### config.mk
export PLATFORM = sky130hd
export DESIGN_NAME = slc_ctrl
export DESIGN_NICKNAME = d
export VERILOG_FILES = /design/src/hdl/slc_pkg.sv /design/src/hdl/slc_ctrl.sv
export SDC_FILE = /design/constraint.sdc
export NUM_CORES = 1
export LEC_CHECK = 0
export BUFFER_PORTS_ARGS = -buffer_cell sky130_fd_sc_hd__clkbuf_2
export CORE_AREA = 2 2 39 41
export CTS_CLUSTER_SIZE = 40
export DETAILED_ROUTE_END_ITERATION = 7
export DIE_AREA = 0 0 41 43
export PLACE_DENSITY_LB_ADDON = 0.15
export SYNTH_ARGS = -nofsm -noshare
export SYNTH_HDL_FRONTEND = slang
export SYNTH_SLANG_ARGS = --single-unit
### constraint.sdc
create_clock -name clk -period 1.3 [get_ports clk]
set_input_delay 0.325 -clock clk [delete_from_list [all_inputs] [get_ports clk]]
set_output_delay 0.325 -clock clk [all_outputs]
set_load 0.02 [all_outputs]
### src/hdl/slc_pkg.sv
// types, constants and codes shared by the label compactor modules
// no dependencies
`default_nettype none
package slc_pkg;

	localparam int LabelBits = 16;
	localparam int LabelW = 16;
	localparam int IdW = 16;
	localparam logic [IdW-1:0] IdMax = {IdW{1'b1}};

	typedef enum logic [1:0] {
		KIND_VOXEL = 2'd0,
		KIND_PAIR  = 2'd1,
		KIND_CLEAR = 2'd2,
		KIND_NONE  = 2'd3
	} kind_t;

	typedef enum logic [1:0] {
		ST_CLEAR,
		ST_IDLE,
		ST_LOOKUP,
		ST_EMIT
	} state_t;

	typedef struct packed {
		kind_t             kind;
		logic [LabelW-1:0] label;
	} in_t;

	typedef struct packed {
		logic [IdW-1:0] new_label;
		logic [IdW-1:0] labels_used;
	} out_t;

	typedef struct packed {
		logic in_ready;
		logic capture;
		logic clear_start;
		logic clear_step;
		logic lookup;
		logic emit;
	} cmd_t;

	typedef struct packed {
		logic clear_last;
		logic slot_free;
	} sts_t;

endpackage
`default_nettype wire

### src/hdl/slc_ctrl.sv
// controller state machine of the label compactor
// depends on slc_pkg
`default_nettype none
module slc_ctrl (
	input  wire logic          clk,
	input  wire logic          arst_n,
	input  wire logic          in_valid,
	input  wire slc_pkg::kind_t in_kind,
	input  wire slc_pkg::sts_t  sts,
	output slc_pkg::cmd_t      cmd
);

	slc_pkg::state_t state_q, state_d;

	always_ff @(posedge clk or negedge arst_n) begin
		if (!arst_n) begin
			state_q <= slc_pkg::ST_CLEAR;
		end else begin
			state_q <= state_d;
		end
	end

	always_comb begin
		state_d = state_q;
		cmd = '0;
		unique case (state_q)
			slc_pkg::ST_CLEAR: begin
				cmd.clear_step = 1'b1;
				if (sts.clear_last) begin
					state_d = slc_pkg::ST_IDLE;
				end
			end
			slc_pkg::ST_IDLE: begin
				cmd.in_ready = 1'b1;
				if (in_valid) begin
					unique case (in_kind)
						slc_pkg::KIND_VOXEL, slc_pkg::KIND_PAIR: begin
							cmd.capture = 1'b1;
							state_d = slc_pkg::ST_LOOKUP;
						end
						slc_pkg::KIND_CLEAR: begin
							cmd.clear_start = 1'b1;
							state_d = slc_pkg::ST_CLEAR;
						end
						default: begin
							state_d = slc_pkg::ST_IDLE;
						end
					endcase
				end
			end
			slc_pkg::ST_LOOKUP: begin
				cmd.lookup = 1'b1;
				state_d = slc_pkg::ST_EMIT;
			end
			slc_pkg::ST_EMIT: begin
				cmd.emit = sts.slot_free;
				if (sts.slot_free) begin
					state_d = slc_pkg::ST_IDLE;
				end
			end
			default: begin
				state_d = slc_pkg::ST_CLEAR;
			end
		endcase
	end

endmodule
`default_nettype wire

==> flow_summary.ini <==
[run_status]
status = finished with violations
violations = negative setup slack

[timing]
finalMaxSlewViolations = 0
tightest_slew_ns = 0.339
finalCriticalPeriod_ns = 1.55
post-route-period-util_pct = 119
fmax_mhz = 644
fin_skew_ns = 0.00109
fin_tns_setup_ns = -1.44
slew_headroom_pct = 77.4
finalHoldViolCount = 0
fin_ws_ns = -0.253
rsz0062_at_grt = yes
hold_slack_ns = 0.411
setup_viol = 8

[synth]
ys_types = 12
yosysWarnings = 0
synth_area_per_cell_um2 = 8.82
synth_cells = 22
netlist_area_um2 = 194
synth-seq-area-share_pct = 25.8
syn_nets = 33
ys_ff_latch = 2

[placed_design]
placed_cells = 53
place_area_um2 = 338
dp_hpwl_um = 458
portBuffers = 12
gp_congestion = 0.773

[power_and_ir_drop]
vdd_drop_max_uv = 781
pwr_density_cell_nw_per_um2 = 2070
leakagePower_nw = 0.234
power_mw = 0.946

[routing]
routed_via_density = 3.97
wl_per_cell_um = 9.88
drc = 0
num_vias = 238
dr.pass1.iters = 4
drtIter0Drc = 2
wl_um = 593
ant_nets = 0

[die]
rows = 14
coreArea_um2 = 1380
die_h_um = 43
die-area_um2 = 1760
ios = 13
start_util_pct = 14.0
die_w_um = 41

[min_path]
min_path_type = in2async

[worst_setup_path]
crit_type = reg2out
cp-end-kind = output pin
required_ns = 0.98
path_max_fanout = 3
start_kind = flop
cp.arrival_ns = 1.23

[global_route]
grt_pass1_wl_um = 1020
grt_antenna_before_repair = 0
grt_overflow = 0
grtUsageTotal_pct = 9.25
grt_max_degree = 5
grt_pass1_vias = 253

[final_layout]
drive_above_1_share_pct = 68.2
diodes = 0
fin_nets = 57
largest_register_ff_count = 2
fin_cells = 60
top_regs = state_q x2
final_area_um2 = 457
syn_to_final_growth_pct = 135
fill_cells = 140
top_register = state_q

[clock_tree]
cts_buffers = 3
root_buffer = clkbuf_4
htree_levels = 1
clk_pin_slew_ns = 0.03
clockBufferDepth = 2
clock_sinks = 2
tritoncts = done
clk_latency_ns = 0.23

[run]
cap_violations = 0
## final cells by class
class | count | area [µm²] | share of cell area, %
tap | 16 | 20.0 | 4.38
clock buffer | 3 | 22.5 | 4.93
multi-input combinational | 14 | 180 | 39.5
sequential | 2 | 51.3 | 11.2
timing repair buffer | 19 | 160 | 35.1
inverter | 6 | 22.5 | 4.93
## cell usage after synthesis
master / instances / area share, %
a222oi_1: 1 / 5.2
a311oi_1: 1 / 4.5
and2_1: 1 / 3.2
dfrtp_1: 2 / 26
ha_1: 4 / 26
inv_1: 6 / 12
mux2i_1: 2 / 10
nand2_1: 1 / 1.9
nor2_1: 1 / 1.9
nor2b_1: 1 / 3.2
nor3b_1: 1 / 3.9
o21ai_0: 1 / 2.6
## layer usage
| layer | part of all wire, % | track usage (%) |
|---|---|---|
| met1 | 35 | 9.35 |
| met5 | 0 | 0 |
| met2 | 55 | 13.1 |
| met3 | 6.9 | 3.14 |
| met4 | 2.7 | 10.0 |
## cells by family after synthesis
group | Yosys count | synth area share [%]
compound gates | 3 | 12.3
mux | 2 | 10.3
simple gates | 5 | 14.2
fa+ha+maj | 4 | 25.8
buf+inv | 6 | 11.6
flops | 2 | 25.8
## per-stage QoR
step | util (%) | setup slack [ns]
after floorplan | - | -0.0721
after global placement | 24.4 | -0.101
after detailed placement | 24.4 | -0.167
after CTS | 31.6 | -0.270
after global routing | 33.0 | -0.323
final | 33.0 | -0.253
## path summary, 6_finish.rpt
path                             from         end  slack, ns  cells after the start
max                        state_q[1]      cmd[3]      -0.25                      5
min reg2reg                state_q[0]  state_q[0]       0.68                      2
max reg2reg                state_q[1]  state_q[0]      -0.21                      6
max in group asynchronous      arst_n  state_q[0]       0.78                      2
min                            arst_n  state_q[1]       0.41                      2
min in group clk           in_kind[0]  state_q[0]       0.51                      3
## repair_timing
action,4_1_cts,5_1_grt
setup endpoints to repair,8,8
pin swaps,1,0
setup buffers,2,1
endpoints found under the hold margin,2,0
hold buffers,1,0
resized for setup,11,6
## worst max-delay path, stage by stage (launching register included)
cell      delay [ns]
dfrtp_1         0.38
inv_2           0.08
ha_4            0.15
nand2_4         0.06
nor3b_4         0.17
clkbuf_8        0.17
## cells in the final DEF (no fill, tap or decap), drive strengths merged, types with 2 or more instances in the layout
master,instances
ha,4
clkbuf,13
inv,6
dfrtp,2
buf,8
mux2i,2
## where the power goes
part           internal [mW]  switching (mW)
Sequential            0.0927          0.0309
Combinational          0.377           0.306
Clock                  0.102          0.0376
Total                  0.571           0.375
Note: power is estimated with default switching activity, not from simulation.
